===== config.mk =====
export PLATFORM = sky130hd
export DESIGN_NAME = itgd_front
export DESIGN_NICKNAME = d
export VERILOG_FILES = /design/src/rtl/itgd_pkg.sv /design/src/rtl/itgd_front.sv
export SDC_FILE = /design/constraint.sdc
export NUM_CORES = 1
export LEC_CHECK = 0
export BUFFER_PORTS_ARGS = -buffer_cell sky130_fd_sc_hd__buf_4
export CAP_MARGIN = 20
export CORE_MARGIN = 3
export CORE_UTILIZATION = 35
export DETAILED_ROUTE_END_ITERATION = 6
export PLACE_DENSITY = 0.52
export SLEW_MARGIN = 5
export SYNTH_ARGS = -nofsm -noshare
export SYNTH_HDL_FRONTEND = slang
export SYNTH_SLANG_ARGS = --single-unit

===== constraint.sdc =====
create_clock -name clk -period 2.7 [get_ports clk]
set_input_delay 0.54 -clock clk [delete_from_list [all_inputs] [get_ports clk]]
set_output_delay 0.54 -clock clk [all_outputs]
set_load 0.1 [all_outputs]

===== src/rtl/itgd_pkg.sv =====
// shared types and constants of the integer to grouped decimal text unit
`default_nettype none
package itgd_pkg;

	localparam int unsigned QDEPTH = 2;
	localparam int unsigned QPTR_W = 1;
	localparam int unsigned QCNT_W = 2;

	localparam int unsigned NUM_DIGITS = 10;
	localparam int unsigned DIG_IDX_W = 4;

	localparam logic [31:0] RECIP_TEN = 32'hCCCC_CCCD;
	localparam int unsigned RECIP_SHIFT = 35;

	localparam logic [15:0] DIGIT_ZERO = 16'd48;
	localparam logic [15:0] MINUS_RESET = 16'd45;
	localparam logic [15:0] GROUP_RESET = 16'd44;

	localparam logic REG_MINUS = 1'b0;
	localparam logic REG_GROUP = 1'b1;

	typedef struct packed {
		logic [31:0] mag;
		logic        neg;
		logic        grouped;
	} item_t;

	typedef enum logic [1:0] {
		ST_IDLE,
		ST_CONV,
		ST_EMIT
	} state_t;

endpackage
`default_nettype wire


===== src/rtl/itgd_front.sv =====
// input side: sign and magnitude split and a two-word queue towards the converter
`default_nettype none
module itgd_front (
	input  wire                 clk,
	input  wire                 arst_n,
	input  wire                 push,
	output logic                full,
	input  wire  signed [31:0]  value,
	input  wire                 func,
	output logic                item_valid,
	input  wire                 item_ready,
	output itgd_pkg::item_t     item
);
	import itgd_pkg::*;

	item_t             q_mem [QDEPTH];
	logic [QPTR_W-1:0] wr_ptr_q;
	logic [QPTR_W-1:0] rd_ptr_q;
	logic [QCNT_W-1:0] count_q;
	logic              wr_en;
	logic              rd_en;
	item_t             new_item;

	always_comb begin
		new_item.neg     = value[31];
		new_item.mag     = value[31] ? (32'd0 - 32'(value)) : 32'(value);
		new_item.grouped = func;
	end

	assign full       = (count_q == QCNT_W'(QDEPTH));
	assign item_valid = (count_q != '0);
	assign item       = q_mem[rd_ptr_q];
	assign wr_en      = push && !full;
	assign rd_en      = item_valid && item_ready;

	always_ff @(posedge clk) begin
		if (wr_en) begin
			q_mem[wr_ptr_q] <= new_item;
		end
	end

	always_ff @(posedge clk or negedge arst_n) begin
		if (!arst_n) begin
			wr_ptr_q <= '0;
			rd_ptr_q <= '0;
			count_q  <= '0;
		end else begin
			if (wr_en) begin
				wr_ptr_q <= wr_ptr_q + QPTR_W'(1);
			end
			if (rd_en) begin
				rd_ptr_q <= rd_ptr_q + QPTR_W'(1);
			end
			if (wr_en && !rd_en) begin
				count_q <= count_q + QCNT_W'(1);
			end else if (rd_en && !wr_en) begin
				count_q <= count_q - QCNT_W'(1);
			end
		end
	end

endmodule
`default_nettype wire


==> metrics.txt, run 1 <==
crit path time final 2.32 ns; Fin. Hold Viols 0; outcome complete, no violations; type of destination of the critical path output port; reg2reg start count_q[0]; CP required 2.16 ns; Max Root-Sink Buffers 2; Cells after Synth 226; H-tree Lvls 3; CTS tree yes; Hold WC Path Type in -> reg; Slew Limit Headroom 63.6%; # rows 35; buffers and inverters on the worst path 2; setup_tns 0 ns; drt drc 0; Initial DRC Count 95; first-pass GRT wire length 11,600 um; Hold Path Depth 1; antenna cells 0; routability cong. 0.719; Die Area 0.0109 mm2; Stages on worst setup path 3; Final Max Slew Viols 0; Hold Path End q_mem[1][0]; die width 104 um; share of cells above drive strength 1 44.6%; Max Clk Rate 431 MHz; number of nets in the layout 346; Mapped Nets 265; number of global-route vias before repair 2,199; top-area cell type share of the netlist area 60.2%; critical path's top delay family buffers and inverters; Yosys cell types 28; routed length per instance 16.2 um; critical path, cell by cell buf_4, mux2_2, buf_4; max incr delay on CP 0.43 ns; crit path DAT 1.78 ns; clock root buffer clkbuf_8; Synth area leader edfxtp_1; vias post-DR 2,083; hold path start func; RSZ-0062 raised after global routing no; post-synthesis cell area 0.00339 mm2; Global Route Usage Sum 13.6%; Worst setup SP type register; Crit Path Category reg -> out; number of clock buffers inserted by TritonCTS 9; Clock Pin Slew Worst Setup and Hold Paths 0.08 ns; flop-to-flop setup slack 1.07 ns; register bit total from synthesis 72; initial antenna violation count 0; reg2reg end q_mem[0][13]; Post-synth EDFFs 68; Worst path most repeated cell buf_4; ys flop type edfxtp_1; Final ANT Viol Nets 0; WL final 7140 um; DP Wirelength 4690 um; worst skew pair latency 0.34 ns; slew at the pin closest to its max-slew limit 0.544 ns; Initial Util 36.3%; I/O pin count 73; Area contributors post-synth edfxtp_1 (60%), mux2_2 (11%), xnor2_1 (8.3%), dfrtp_1 (3.0%), o41ai_2 (2.9%); total of max-cap violations 0; PortBufs 72; final critical-path share of the clock period 86.0%; total gr overflow 0; Async S/R FF share, synth 5.56%; Crit-path slowest cell buf_4; syn avg cell area 15.0 um2; largest net degree at the start of global routing 36; yosys warns 0; sequential fraction of the synthesis area 63.2%; DRT Pass-1 Iters 4; Clock Skew 0.00971 ns; R2R cell count 4; # setup viols final 0; CTS sink count 72; area grow syn2layout 26.3%; CP Max Fanout 35; chip height 104 um; vias per cell 4.72; Core Box Area 0.00933 mm2
how the worst max path moves through the flow:
stage	startpoint	endpoint	slack, ns
finish	rd_ptr_q	item[14]	0.38
detailed placement	value[4]	q_mem[1][15]	0.37
global route	rd_ptr_q	item[19]	0.30
CTS	rd_ptr_q	item[19]	0.34
global placement	value[8]	q_mem[1][22]	0.36
floorplan	push	q_mem[0][0]	0.21
layout make-up:
type,count,area (um2)
clock buffers,12,145
fillers,864,5050
multi-input cells,142,1210
clock inverters,4,20.0
flip-flops and latches,72,2140
well taps,129,161
inverters,4,15.0
repair buffers,78,588
cell usage after synthesis, drive strengths merged (2+ instances only):
library cell,n
nand3,4
dfrtp,4
nand4,4
nor3,6
o31ai,9
o21ai,7
xor2,2
mux2,34
or2,3
o41ai,8
nand2b,4
inv,4
ha,2
nor2,7
edfxtp,68
xnor2,32
buf,5
clkbuf,3
nor4,3
nand2,13
per-stage QoR:
step / cell area (um2) / utilization [%] / std cells / hold slack [ns] / setup WS (ns)
after global placement: 4110 / 44.0 / 424 / 0.340 / 0.355
after global routing: 4280 / 45.9 / 441 / 0.375 / 0.298
after detailed placement: 4110 / 44.0 / 424 / 0.339 / 0.371
after CTS: 4280 / 45.9 / 441 / 0.369 / 0.338
after floorplan: 3390 / - / 226 / 0.244 / 0.209
final: 4280 / 45.9 / 441 / 0.383 / 0.378
state kept, by name, summed over array words and instances, names as in the netlist:
name and cells:
q_mem 68, count_q 2, rd_ptr_q 1, wr_ptr_q 1
cell families (layout without fill, tap and decap cells):
logic type | Yosys count | after routing | share of synthesized area [%]
flip-flops | 72 | 72 | 63.2
buffers and inverters | 12 | 98 | 1.37
multiplexers | 34 | 34 | 11.3
adder cells (fa/ha/maj) | 2 | 2 | 0.738
AND/OR/NAND/NOR | 48 | 48 | 8.20
XOR/XNOR | 34 | 34 | 8.79
AO/OA/AOI/OAI | 24 | 24 | 6.42
cell usage in the layout (no fill, tap or decap), types with 6 or more instances in the layout:
master	instances
buf_4	77
clkbuf_8	10
edfxtp_1	68
mux2_2	34
nand2_1	13
nor2_1	6
nor3_1	6
o21ai_0	7
o31ai_1	9
o41ai_2	6
xnor2_1	32
repair_timing:
item | in CTS | in global routing
hold endpoints to repair | 4 | 0
buffers inserted | 0 | 0
hold buffers | 1 | 0
resized for setup | 0 | 0
per-layer routing:
layer / up-vias / GRT usage, % / wire, um
li1: 1022 / - / -
met1: 1001 / 18.1 / 3390
met2: 52 / 22.0 / 3360
met3: 8 / 2.92 / 304
met4: 0 / 5.13 / 80
met5: - / 0 / 0
Power of run 1 is not shown: default switching activity piles up to over one toggle a cycle in this logic, so the estimate is an artifact.
==> run 2, diff against run 1 <==
Settings changed: CORE_UTILIZATION 35 to 30, PLACE_DENSITY 0.52 to 0.46.
==> metrics.txt, run 2 (synthesis results as in run 1) <==
outcome complete, no violations; CP Max Fanout 35 (unchanged); die width 112 um (+7.6%); routability cong. 0.706 (-1.8%); setup_tns 0 ns (unchanged); Final ANT Viol Nets 0 (unchanged); PortBufs 72 (unchanged); chip height 112 um (+7.6%); CP required 2.16 ns (about the same); Initial Util 31.0% (-5.3 points); worst skew pair latency 0.33 ns (about the same); # setup viols final 0 (unchanged); CTS tree yes; Crit-path slowest cell mux2_2; worst setup margin 0.587 ns (+0.209 ns); Post-CTS Repair Setup Buffers 0 (unchanged); vias post-DR 2,091 (+0.38%); buffers and inverters on the worst path 2 (unchanged); Worst Setup SP rd_ptr_q; Hold WC Path Type in -> reg; max incr delay on CP 0.39 ns (-0.04 ns); I/O pin count 73 (unchanged); DP Wirelength 5010 um (+6.9%); largest net degree at the start of global routing 36 (unchanged); WL final 7480 um (+4.9%); M1 GR Usage 17.3% (-0.78 points); total gr overflow 0 (unchanged); drt drc 0 (unchanged); CTS resizes 0 (unchanged); share of cells above drive strength 1 45.0% (+0.50 points); CTS sink count 72 (unchanged); number of nets in the layout 347 (+0.29%); area grow syn2layout 31.0%; H-tree Lvls 3 (unchanged); most common cell after layout, fill and taps aside buf_4; Fin. Hold Viols 0 (unchanged); first-pass GRT wire length 11,900 um (+2.1%); number of clock buffers inserted by TritonCTS 9 (unchanged); Final Max Slew Viols 0 (unchanged); GR peak layer met2; Clock Skew 0.00769 ns (-0.00202 ns); setup slack after placement 0.395 ns (+0.0237 ns); clock root buffer clkbuf_16; Max Clk Rate 473 MHz (+9.9%); Crit Path Category reg -> out; initial antenna violation count 0 (unchanged); Hold Path Depth 1 (unchanged); # rows 38 (+8.6%); Initial DRC Count 97 (+2.1%); RSZ-0062 raised after global routing no; vias per cell 4.62 (-2.3%); critical path's top delay family buffers and inverters; Finished Layout Cells 453 (+2.7%); Worst setup SP type register; crit path capture item[13]; reg2reg start count_q[0]; crit path time final 2.11 ns (-0.209 ns); Biggest register q_mem; slew at the pin closest to its max-slew limit 0.495 ns (-0.0494 ns); top flop regs q_mem: 68 flops, count_q: 2 flops; Global Route Usage Sum 12.5% (-1.2 points); Die Area 0.0126 mm2 (+16%); antenna cells 0 (unchanged); max reg flops 68 (unchanged); Stages on worst setup path 3 (unchanged); Clock Pin Slew Worst Setup and Hold Paths 0.06 ns (-0.02 ns); GRT met2 Usage 18.7% (-3.2 points); critical path, cell by cell buf_12, mux2_2, buf_4; filler instances 1,024 (+19%); Inst Count DP 436 (+2.8%); Core Box Area 0.0109 mm2 (+17%); flop-to-flop setup slack 1.08 ns (about the same); most frequent cells in the layout buf_4 (76), edfxtp_1 (68), mux2_2 (34), xnor2_1 (32), nand2_1 (13); crit path DAT 1.57 ns (-0.21 ns); Max Root-Sink Buffers 2 (unchanged); Slew Limit Headroom 66.8% (+3.1 points); R2R cell count 3 (-1); type of destination of the critical path output port; routed length per instance 16.5 um (+2.1%); final critical-path share of the clock period 78.3% (-7.7 points); GRT met3 Usage 3.72% (+0.80 points); DRT Pass-1 Iters 4 (unchanged); number of global-route vias before repair 2,225 (+1.2%); total of max-cap violations 0 (unchanged); reg2reg end q_mem[1][28]
[run 2: changes by cell type in the layout (fill, tap and decap cells not counted)]
cell | previous run | this run
buf_4 | 77 | 76
buf_12 | 0 | 2
clkbuf_8 | 10 | 2
clkbuf_1 | 2 | 1
clkbuf_16 | 0 | 9
[run 2: timing repair]
action | CTS | global route
setup endpoints to repair | 0 | 0
hold buffers | 1 | 0
endpoints found under the hold margin | 4 | 0
[run 2: final cells by class]
class | count | area (um2) | area share [%]
multi-input combinational | 142 | 1210 | 27.3
sequential | 72 | 2140 | 48.3
tap | 140 | 175 | 3.95
timing repair buffer | 79 | 621 | 14.0
clock inverter | 4 | 20.0 | 0.451
inverter | 4 | 15.0 | 0.338
clock buffer | 12 | 256 | 5.78
[run 2: layer usage]
layer | wire, um | up-vias
met5 | 0 | -
met4 | 94 | 0
li1 | - | 1022
met1 | 3520 | 1013
met2 | 3510 | 48
met3 | 360 | 8
[run 2: how the worst min path moves through the flow]
stage / start / endpoint / slack, ns
global route: func / q_mem[0][0] / 0.38
detailed placement: arst_n / rd_ptr_q / 0.34
CTS: func / q_mem[0][0] / 0.38
global placement: arst_n / rd_ptr_q / 0.34
finish: func / q_mem[1][0] / 0.40
floorplan: arst_n / count_q[0] / 0.24
[run 2: stage by stage]
stage / hold slack [ns] / instance area, um2 / utilization [%]
floorplan: 0.244 / 3390 / -
CTS: 0.385 / 4440 / 40.6
detailed placement: 0.340 / 4150 / 38.0
global route: 0.382 / 4440 / 40.6
global placement: 0.341 / 4150 / 38.0
finish: 0.396 / 4440 / 40.6
Power of run 2 is left out for the same reason.
